--- src/hw/rtl/swamm_pkg.sv ---
package swamm_pkg;

    localparam int WINDOW      = 8;
    localparam int SAMPLE_BITS = 24;

    typedef logic signed [SAMPLE_BITS-1:0] sample_t;

endpackage

--- src/hw/rtl/sliding_window_avg_max_min_unit.sv ---
// An input transfer starts a scan of the window, then a division; the result then waits
// until the output register is free, and no new sample is taken before that. The single
// accumulate and compare unit scans one stored sample per cycle; a radix-16 divider follows.
// Reset: rst_n is asynchronous and active low; the window is emptied and the unit is idle.
// Sample store contents are not cleared; only written entries are ever read.
module sliding_window_avg_max_min_unit (
    input  logic               clk,
    input  logic               rst_n,
    input  logic               in_valid,
    output logic               in_ready,
    input  swamm_pkg::sample_t sample,
    output logic               out_valid,
    input  logic               out_ready,
    output swamm_pkg::sample_t sample_echo,
    output swamm_pkg::sample_t window_average,
    output swamm_pkg::sample_t window_maximum,
    output swamm_pkg::sample_t window_minimum
);
    import swamm_pkg::*;

    // Widths that follow from the window length and the sample width.
    localparam int IDX_BITS   = (WINDOW > 1) ? $clog2(WINDOW) : 1;
    localparam int CNT_BITS   = $clog2(WINDOW + 1);
    localparam int SUM_BITS   = SAMPLE_BITS + $clog2(WINDOW);
    localparam int DIV_STEPS  = 4;
    localparam int DIV_CYCLES = (SUM_BITS + DIV_STEPS - 1) / DIV_STEPS;
    localparam int DIV_BITS   = DIV_CYCLES * DIV_STEPS;
    localparam int DCNT_BITS  = $clog2(DIV_CYCLES) + 1;
    localparam int REM_BITS   = CNT_BITS + 1;

    // The sequencer: idle (ready for a transfer), scan the window, divide, deliver.
    typedef enum logic [3:0] {
        ST_IDLE = 4'b0001,
        ST_SCAN = 4'b0010,
        ST_DIV  = 4'b0100,
        ST_DONE = 4'b1000
    } state_t;

    // Ring index advance that wraps at the window length.
    function automatic logic [IDX_BITS-1:0] idx_inc(input logic [IDX_BITS-1:0] idx);
        logic [IDX_BITS-1:0] res;
        if (idx == IDX_BITS'(WINDOW - 1)) begin
            res = '0;
        end else begin
            res = idx + 1'b1;
        end
        return res;
    endfunction

    // Control state.
    state_t                state_reg, state_next;
    logic [IDX_BITS-1:0]   newest_reg, newest_next;
    logic [IDX_BITS-1:0]   oldest_reg, oldest_next;
    logic [CNT_BITS-1:0]   fill_reg, fill_next;
    logic [IDX_BITS-1:0]   scan_addr_reg, scan_addr_next;
    logic [CNT_BITS-1:0]   issue_cnt_reg, issue_cnt_next;
    logic                  rd_vld_reg, rd_vld_next;
    logic                  first_reg, first_next;
    logic [DCNT_BITS-1:0]  div_cnt_reg, div_cnt_next;
    logic                  out_valid_reg, out_valid_next;

    // Datapath registers.
    sample_t               hold_reg, hold_next;
    logic signed [SUM_BITS-1:0] sum_reg, sum_next;
    sample_t               hi_reg, hi_next;
    sample_t               lo_reg, lo_next;
    logic                  neg_reg, neg_next;
    logic [DIV_BITS-1:0]   quo_reg, quo_next;
    logic [REM_BITS-1:0]   rem_reg, rem_next;
    sample_t               echo_reg, echo_next;
    sample_t               avg_reg, avg_next;
    sample_t               max_reg, max_next;
    sample_t               min_reg, min_next;

    // Sample store with a registered read port.
    sample_t               store [WINDOW];
    sample_t               rd_data_reg;

    logic                  in_xfer;
    logic                  rd_en;
    logic [IDX_BITS-1:0]   wr_addr;
    logic [SUM_BITS-1:0]   sum_mag;
    sample_t               quo_trim;
    logic                  out_free;

    assign in_ready  = (state_reg == ST_IDLE);
    assign in_xfer   = in_valid && in_ready;
    assign wr_addr   = idx_inc(newest_reg);
    assign rd_en     = (state_reg == ST_SCAN) && (issue_cnt_reg != fill_reg);
    assign out_free  = !out_valid_reg || out_ready;
    assign sum_mag   = sum_reg[SUM_BITS-1] ? SUM_BITS'(-sum_reg) : SUM_BITS'(sum_reg);
    assign quo_trim  = sample_t'(quo_reg[SAMPLE_BITS-1:0]);

    assign out_valid      = out_valid_reg;
    assign sample_echo    = echo_reg;
    assign window_average = avg_reg;
    assign window_maximum = max_reg;
    assign window_minimum = min_reg;

    always_ff @(posedge clk) begin
        if (in_xfer) begin
            store[wr_addr] <= sample;
        end
        if (rd_en) begin
            rd_data_reg <= store[scan_addr_reg];
        end
    end

    always_comb begin
        logic [REM_BITS-1:0] rem_v;
        logic [DIV_BITS-1:0] quo_v;

        state_next     = state_reg;
        newest_next    = newest_reg;
        oldest_next    = oldest_reg;
        fill_next      = fill_reg;
        scan_addr_next = scan_addr_reg;
        issue_cnt_next = issue_cnt_reg;
        rd_vld_next    = 1'b0;
        first_next     = first_reg;
        div_cnt_next   = div_cnt_reg;
        out_valid_next = out_valid_reg;
        hold_next      = hold_reg;
        sum_next       = sum_reg;
        hi_next        = hi_reg;
        lo_next        = lo_reg;
        neg_next       = neg_reg;
        quo_next       = quo_reg;
        rem_next       = rem_reg;
        echo_next      = echo_reg;
        avg_next       = avg_reg;
        max_next       = max_reg;
        min_next       = min_reg;
        rem_v          = rem_reg;
        quo_v          = quo_reg;

        if (out_valid_reg && out_ready) begin
            out_valid_next = 1'b0;
        end

        // Each stored sample read last cycle goes through the shared accumulate
        // and compare unit.
        if (rd_vld_reg) begin
            sum_next   = sum_reg + SUM_BITS'(rd_data_reg);
            first_next = 1'b0;
            if (first_reg || (rd_data_reg > hi_reg)) begin
                hi_next = rd_data_reg;
            end
            if (first_reg || (rd_data_reg < lo_reg)) begin
                lo_next = rd_data_reg;
            end
        end

        case (state_reg)
            ST_IDLE:
            begin
                if (in_xfer) begin
                    // The window drops its oldest sample once full, else it grows.
                    if (fill_reg == CNT_BITS'(WINDOW)) begin
                        oldest_next = idx_inc(oldest_reg);
                    end else begin
                        fill_next = fill_reg + 1'b1;
                    end
                    newest_next    = wr_addr;
                    scan_addr_next = (fill_reg == CNT_BITS'(WINDOW)) ?
                                     idx_inc(oldest_reg) : oldest_reg;
                    issue_cnt_next = '0;
                    first_next     = 1'b1;
                    sum_next       = '0;
                    hold_next      = sample;
                    state_next     = ST_SCAN;
                end
            end
            ST_SCAN:
            begin
                if (rd_en) begin
                    rd_vld_next    = 1'b1;
                    scan_addr_next = idx_inc(scan_addr_reg);
                    issue_cnt_next = issue_cnt_reg + 1'b1;
                end else if (!rd_vld_reg) begin
                    // All held samples are summed; divide the magnitude.
                    neg_next     = sum_reg[SUM_BITS-1];
                    quo_next     = DIV_BITS'(sum_mag);
                    rem_next     = '0;
                    div_cnt_next = '0;
                    state_next   = ST_DIV;
                end
            end
            ST_DIV:
            begin
                // Restoring division, four quotient bits per cycle. Quotient bits
                // shift in at the bottom as dividend bits leave at the top.
                for (int k = 0; k < DIV_STEPS; k++) begin
                    rem_v = {rem_v[REM_BITS-2:0], quo_v[DIV_BITS-1]};
                    quo_v = {quo_v[DIV_BITS-2:0], 1'b0};
                    if (rem_v >= {1'b0, fill_reg}) begin
                        rem_v    = rem_v - {1'b0, fill_reg};
                        quo_v[0] = 1'b1;
                    end
                end
                rem_next     = rem_v;
                quo_next     = quo_v;
                div_cnt_next = div_cnt_reg + 1'b1;
                if (div_cnt_reg == DCNT_BITS'(DIV_CYCLES - 1)) begin
                    state_next = ST_DONE;
                end
            end
            ST_DONE:
            begin
                // The result waits here until the output register is free.
                if (out_free) begin
                    echo_next      = hold_reg;
                    avg_next       = neg_reg ? sample_t'(-quo_trim) : quo_trim;
                    max_next       = hi_reg;
                    min_next       = lo_reg;
                    out_valid_next = 1'b1;
                    state_next     = ST_IDLE;
                end
            end
            default:
            begin
                state_next = ST_IDLE;
            end
        endcase
    end

    always_ff @(posedge clk or negedge rst_n) begin
        if (!rst_n) begin
            state_reg     <= ST_IDLE;
            newest_reg    <= IDX_BITS'(WINDOW - 1);
            oldest_reg    <= '0;
            fill_reg      <= '0;
            scan_addr_reg <= '0;
            issue_cnt_reg <= '0;
            rd_vld_reg    <= 1'b0;
            first_reg     <= 1'b0;
            div_cnt_reg   <= '0;
            out_valid_reg <= 1'b0;
        end else begin
            state_reg     <= state_next;
            newest_reg    <= newest_next;
            oldest_reg    <= oldest_next;
            fill_reg      <= fill_next;
            scan_addr_reg <= scan_addr_next;
            issue_cnt_reg <= issue_cnt_next;
            rd_vld_reg    <= rd_vld_next;
            first_reg     <= first_next;
            div_cnt_reg   <= div_cnt_next;
            out_valid_reg <= out_valid_next;
        end
    end

    always_ff @(posedge clk) begin
        hold_reg <= hold_next;
        sum_reg  <= sum_next;
        hi_reg   <= hi_next;
        lo_reg   <= lo_next;
        neg_reg  <= neg_next;
        quo_reg  <= quo_next;
        rem_reg  <= rem_next;
        echo_reg <= echo_next;
        avg_reg  <= avg_next;
        max_reg  <= max_next;
        min_reg  <= min_next;
    end

endmodule

--- config.mk ---
export PLATFORM = sky130hd
export DESIGN_NAME = sliding_window_avg_max_min_unit
export DESIGN_NICKNAME = d
export VERILOG_FILES = /design/src/hw/rtl/swamm_pkg.sv /design/src/hw/rtl/sliding_window_avg_max_min_unit.sv
export SDC_FILE = /design/constraint.sdc
export NUM_CORES = 1
export LEC_CHECK = 0
export ABC_AREA = 1
export BUFFER_PORTS_ARGS = -buffer_cell sky130_fd_sc_hd__buf_4
export CORE_ASPECT_RATIO = 1.25
export CORE_UTILIZATION = 57
export CTS_BUF_LIST = sky130_fd_sc_hd__clkbuf_8
export DETAILED_ROUTE_END_ITERATION = 8
export HOLD_SLACK_MARGIN = 0.05
export PLACE_DENSITY = 0.78
export SETUP_SLACK_MARGIN = 0.02
export SLEW_MARGIN = 30
export SYNTH_ARGS = -nofsm -noshare
export SYNTH_HDL_FRONTEND = slang
export SYNTH_SLANG_ARGS = --single-unit
export TNS_END_PERCENT = 20
--- constraint.sdc ---
create_clock -name clk -period 5.5 [get_ports clk]
set_input_delay 0.55 -clock clk [delete_from_list [all_inputs] [get_ports clk]]
set_output_delay 0.55 -clock clk [all_outputs]
set_load 0.02 [all_outputs]
==> results of run 1 <==
## routing by layer
| layer | GRT usage, % | wire, um | part of all wire [%] |
|---|---|---|---|
| met1 | 30.2 | 19700 | 39 |
| met2 | 47.9 | 26400 | 53 |
| met3 | 4.33 | 2230 | 4.4 |
| met4 | 13.9 | 1860 | 3.7 |
| met5 | 0 | 0 | 0 |
## logic make-up after synthesis
logic type               share of synthesized area [%]
flip-flops                                        63.5
AO/OA/AOI/OAI                                     9.57
AND/OR/NAND/NOR                                   13.3
buffers and inverters                             4.97
adder cells (fa/ha/maj)                           6.34
XOR/XNOR                                          2.34
## cell type report
cell class              instances  share of cell area [%]
well taps                     486                    2.45
repair buffers                158                    4.94
clock buffers                  82                    4.55
flip-flops and latches        472                    55.5
multi-input cells            1215                    28.0
inverters                     220                    3.34
clock inverters                53                    1.18
## per-stage QoR
step | hold slack (ns) | setup WS (ns) | total power, mW
floorplan | 0.254 | 0.0307 | 9.33
global placement | 0.402 | 0.350 | 11.0
global route | 0.111 | 0.0520 | 15.1
finish | 0.117 | 0.492 | 14.1
detailed placement | 0.406 | 0.288 | 11.2
CTS | 0.0761 | 0.270 | 14.0
## worst max-delay path by stage
stage	startpoint	end	slack, ns	cells past startpoint
5_1_grt	fill_reg[2]$_DFFE_PN0P_	rem_reg[1]$_SDFFCE_PN0P_	0.05	35
3_3_place_gp	fill_reg[2]$_DFFE_PN0P_	quo_reg[0]$_DFFE_PP_	0.35	36
4_1_cts	fill_reg[2]$_DFFE_PN0P_	quo_reg[0]$_DFFE_PP_	0.27	34
2_1_floorplan	state_reg[1]$_DFFE_PN0P_	sample_echo[0]$_DFFE_PP_	0.03	4
6_report	fill_reg[2]$_DFFE_PN0P_	quo_reg[0]$_DFFE_PP_	0.49	35
3_5_place_dp	fill_reg[2]$_DFFE_PN0P_	quo_reg[0]$_DFFE_PP_	0.29	34
## critical path: cells and delay by family (launching register included)
kind | cells | cell delay (ns)
AND/OR/NAND/NOR | 18 | 1.60
adder cells (fa/ha/maj) | 4 | 1.25
AO/OA/AOI/OAI | 8 | 0.97
buffers and inverters | 5 | 0.54
flip-flops | 1 | 0.40
## cell usage in the layout (no fill, tap or decap), drive strengths merged, types with 2 or more instances in the layout
cell / count
edfxtp: 417
nor2: 278
nand2: 258
inv: 242
o21ai: 199
buf: 157
ha: 102
a21oi: 85
clkbuf: 82
nand3: 68
xor2: 40
a31oi: 29
o22ai: 27
dfxtp: 27
nor3: 27
clkinv: 27
dfrtp: 24
nand4: 22
xnor2: 18
o211ai: 16
o21bai: 6
nor4: 6
or2: 6
fa: 5
o31ai: 4
a21o: 4
nand3b: 4
dfstp: 4
o21a: 3
a211oi: 2
clkinvlp: 2
bufinv: 2
## power groups by stage
stage               registers, mW  clock network [mW]  logic (mW)
floorplan                    4.99                   0        4.35
global placement             5.15                   0        5.82
detailed placement           5.18                   0        5.99
CTS                          5.11                2.88        6.02
global route                 5.16                3.04        6.89
finish                       5.12                2.83        6.10
## repair_timing
action / in CTS / in global routing
hold buffers: 1 / 0
endpoints found under the setup margin: 0 / 5
endpoints found under the hold margin: 24 / 0
resized for setup: 0 / 9
==> results.toml, run 1 <==
[critical_path]
r2r.worst_path.cells = 35
cp_slowest_stage_delay_ns = 0.40
path_common_cell = "nand2_1"
crit_required_ns = 5.90
ff2ff_setup_slack_ns = 0.49
cp-start-kind = "register"
cp_slowest_cell = "dfrtp_1"
path_class = "reg -> reg"
cp_max_fo = 7
rr_startpoint = "fill_reg[2]$_DFFE_PN0P_"
critPathCaptureType = "register"
cp_data_arrival_time_ns = 5.41
regToRegEndpoint = "quo_reg[0]$_DFFE_PP_"

[clock_network]
cts_tree = "built"
htreeDepth = 3
clkSinkCount = 472
ctsRootBufferMaster = "clkbuf_8"
cts_buffer_depth = 3
cts_setup_buffers = 0
clk_latency_ns = 0.65
clk_pin_slew_ns = 0.06
cts_inserted_buffers = 74

[power]
p_comb_share_pct = 43.4
p_leak_nw = 10.0
pwr-share-seq_pct = 36.5
ir_drop_v = 0.000383
p_sw_mw = 5.68
p_clk_share_pct = 20.1
p_sw_share_pct = 40.5
power_density_nw_per_um2 = 567
p_int_mw = 8.37

[worst_hold_path]
worstHoldStart = "out_ready"
min_path_type = "in -> reg"
worstHoldPathCells = 2
worstHoldEndpoint = "out_valid$_DFF_PN0_"

[global_routing]
antenna_found_initial = 0
grt_pass1_wl_um = 78500
grt_pass1_vias = 15300
grt-ovfl-total = 0
grtUsageTotal_pct = 26.6
grt_max_degree = 95

[synth]
synth_enable_flop_cells = 417
seq_area_frac_synth_pct = 63.5
netlist_area_um2 = 21700
dominantRegCellSynth = "edfxtp_1"
synth_cells = 1964
synthTopCellsByArea = "edfxtp_1 58%, ha_1 5.9%, nor2_1 4.7%, o21ai_0 4.3%, nand2_1 4.3%"
yosysTopAreaCell = "edfxtp_1"
synth_most_common_cell = "edfxtp_1"
syn_nets = 2099
yosysWarnings = 0
netlist.area_leader.share_pct = 57.7
netlist_top_cells_count = "417 x edfxtp_1, 274 x nor2_1, 247 x nand2_1"
synth.distinct_cells = 52
async_reset_ff_share_pct = 5.93
ys_ff_latch = 472
avgSynthCellArea_um2 = 11.0

[finish]
syn2layout_area_growth_pct = 14.3
finalNonFillerCells = 2686
multi_input_area_um2 = 6950
final_cell_area_um2 = 24800
antenna_cells = 0
fillerInstances = 2837
drive_gt1_share_pct = 14.5
final_util_pct = 66.4
regArea_um2 = 13800
largest_register_ff_count = 192
nNetsFinal = 2276

[sta]
post-route-period-util_pct = 91.1
slew_headroom_pct = 37.7
min_period_ns = 5.01
rsz0062_at_grt = "no"
slew_violations = 0
hold_viol = 0
fin_skew_ns = 0.0335
tns_ns = 0
worst_slew_pin_slew_ns = 0.934
max_freq_ghz = 0.200
finalSetupViolations = 0

[route]
first_iter_violations = 1036
first_pass_iters = 5
ant_nets = 0
post_drt_wl_per_cell_um = 18.7
via_per_inst = 5.63
vias = 15100
finalWirelength_um = 50200
drc = 0

[floorplan]
pin_count = 126
core_area_um2 = 37400
start_util_pct = 58.1
rows = 79
die_area_um2 = 38800
die_w_um = 176
die_y_um = 220

[run]
cap_violations = 0

[place]
placed_area_um2 = 23300
place_congestion = 0.926
portBuffers = 125
dp_hpwl_um = 33600
placedCellCount = 2549

[run_status]
status = "finished, final reports clean"
Note: power is estimated with default switching activity, not from simulation.
==> run 2, diff against run 1 <==
--- a/config.mk
+++ b/config.mk
@@ -7,14 +7,14 @@
 export LEC_CHECK = 0
 export ABC_AREA = 1
 export BUFFER_PORTS_ARGS = -buffer_cell sky130_fd_sc_hd__buf_4
+export CAP_MARGIN = 20
 export CORE_ASPECT_RATIO = 1.25
-export CORE_UTILIZATION = 57
+export CORE_UTILIZATION = 25
 export CTS_BUF_LIST = sky130_fd_sc_hd__clkbuf_8
 export DETAILED_ROUTE_END_ITERATION = 8
 export HOLD_SLACK_MARGIN = 0.05
-export PLACE_DENSITY = 0.78
 export SETUP_SLACK_MARGIN = 0.02
-export SLEW_MARGIN = 30
+export SLEW_MARGIN = 20
 export SYNTH_ARGS = -nofsm -noshare
 export SYNTH_HDL_FRONTEND = slang
 export SYNTH_SLANG_ARGS = --single-unit
==> results.toml, run 2 (synthesis gave the netlist of run 1 again) <==
[floorplan]
die_w_um = 265
pin_count = 126
die_area_um2 = 88000
core_area_um2 = 85700
start_util_pct = 25.3
die_y_um = 331
rows = 120

[clock_network]
clkSinkCount = 472
cts_inserted_buffers = 85
htreeDepth = 3
clk_latency_ns = 0.68
cts_buffer_depth = 3
clk_pin_slew_ns = 0.07
cts_tree = "built"
ctsRootBufferMaster = "clkbuf_8"

[sta]
post-route-period-util_pct = 90.6
min_period_ns = 4.98
holdWs_ns = 0.120
finalWorstSetupSlack_ns = 0.517
worst_slew_pin_slew_ns = 0.958
slew_violations = 0
fin_skew_ns = 0.0303
finalSetupViolations = 0
tns_ns = 0
hold_viol = 0
slew_headroom_pct = 36.0
max_freq_ghz = 0.201

[worst_hold_path]
worstHoldStart = "sample[6]"
worstHoldPathCells = 1
min_path_type = "in -> reg"

[place]
placedCellCount = 3219
dp_hpwl_um = 36700
post-place-ws_ns = 0.303
placed_area_um2 = 24100
portBuffers = 125
place_congestion = 0.874

[critical_path]
cp_slowest_stage_delay_ns = 0.39
critPathLaunch = "fill_reg[2]$_DFFE_PN0P_"
rr_startpoint = "fill_reg[2]$_DFFE_PN0P_"
path_class = "reg -> reg"
cp_slowest_cell = "dfrtp_1"
cp-start-kind = "register"
r2r.worst_path.cells = 36
critPathCaptureType = "register"
path_common_cell = "nand2_1"
cp_data_arrival_time_ns = 5.40
worst-path-buf-inv = 6
path_delay_family = "simple AND/OR/NAND/NOR gates"
critical_path_depth = 36
crit_required_ns = 5.92
cp_max_fo = 7

[route]
finalWirelength_um = 54400
drc = 0
post_drt_wl_per_cell_um = 16.1
first_pass_iters = 7
ant_nets = 0
vias = 14700
via_per_inst = 4.34
first_iter_violations = 855

[run_status]
status = "finished, final reports clean"

[finish]
nNetsFinal = 2292
final_util_pct = 30.2
finalNonFillerCells = 3380
drive_gt1_share_pct = 15.3
final_cell_area_um2 = 25900
syn2layout_area_growth_pct = 19.5
final_common_cell = "edfxtp_1"
layout_common_cells = "417 x edfxtp_1, 270 x nor2_1, 247 x nand2_1"
largest_register_ff_count = 192

[global_routing]
grt-ovfl-total = 0
grt_pass1_wl_um = 82900
grt_max_degree = 67
grt_pass1_vias = 14500
antenna_found_initial = 1
grtUsageTotal_pct = 12.3

[power]
power_mw = 14.4
power_density_nw_per_um2 = 557
ir_drop_v = 0.000400
p_leak_nw = 10.1

[run]
cap_violations = 0
## run 2: cell types whose count changed in the layout (fill, tap and decap cells not counted), sizes merged
cell,change
clkinv,+4
clkinvlp,-2
clkbuf,+6
inv,+2
dlygate4sd3,+5
diode,+4
bufinv,+2
## run 2: path summary, 6_finish.rpt
| check | end | slack, ns |
|---|---|---|
| min in group asynchronous | out_valid$_DFF_PN0_ | 0.37 |
| max | rem_reg[1]$_SDFFCE_PN0P_ | 0.52 |
| min reg2reg | sample_echo[2]$_DFFE_PP_ | 0.41 |
| min | hold_reg[6]$_DFFE_PP_ | 0.12 |
| max reg2reg | rem_reg[1]$_SDFFCE_PN0P_ | 0.52 |
| max in group asynchronous | newest_reg[2]$_DFFE_PN1P_ | 4.78 |
## run 2: layer usage
layer / GRT usage [%] / up-vias / wire [um]
met5: 0 / - / 0
met4: 3.73 / 0 / 1220
met3: 2.67 / 88 / 2790
met2: 21.3 / 350 / 26900
met1: 15.2 / 6977 / 23500
li1: - / 7262 / -
## run 2: repair_timing
item,CTS,global route
resized for setup,0,14
setup endpoints to repair,0,5
hold buffers,6,0
hold endpoints to repair,53,0
setup buffers,0,4
## run 2: cell type report
| cell class | instances | area, um2 |
|---|---|---|
| timing repair buffer | 163 | 1240 |
| multi-input combinational | 1215 | 6990 |
| clock inverter | 59 | 410 |
| tap | 1159 | 1450 |
| antenna | 4 | 10.0 |
| fill | 8828 | 59800 |
| inverter | 220 | 828 |
| sequential | 472 | 13800 |
| clock buffer | 88 | 1210 |
## run 2: power breakdown
group	leakage (nW)	switching [mW]	internal [mW]	total, mW
logic	4.87	3.86	2.25	6.11
registers	4.34	0.478	4.65	5.13
clock network	0.911	1.50	1.69	3.19
total	10.1	5.83	8.59	14.4
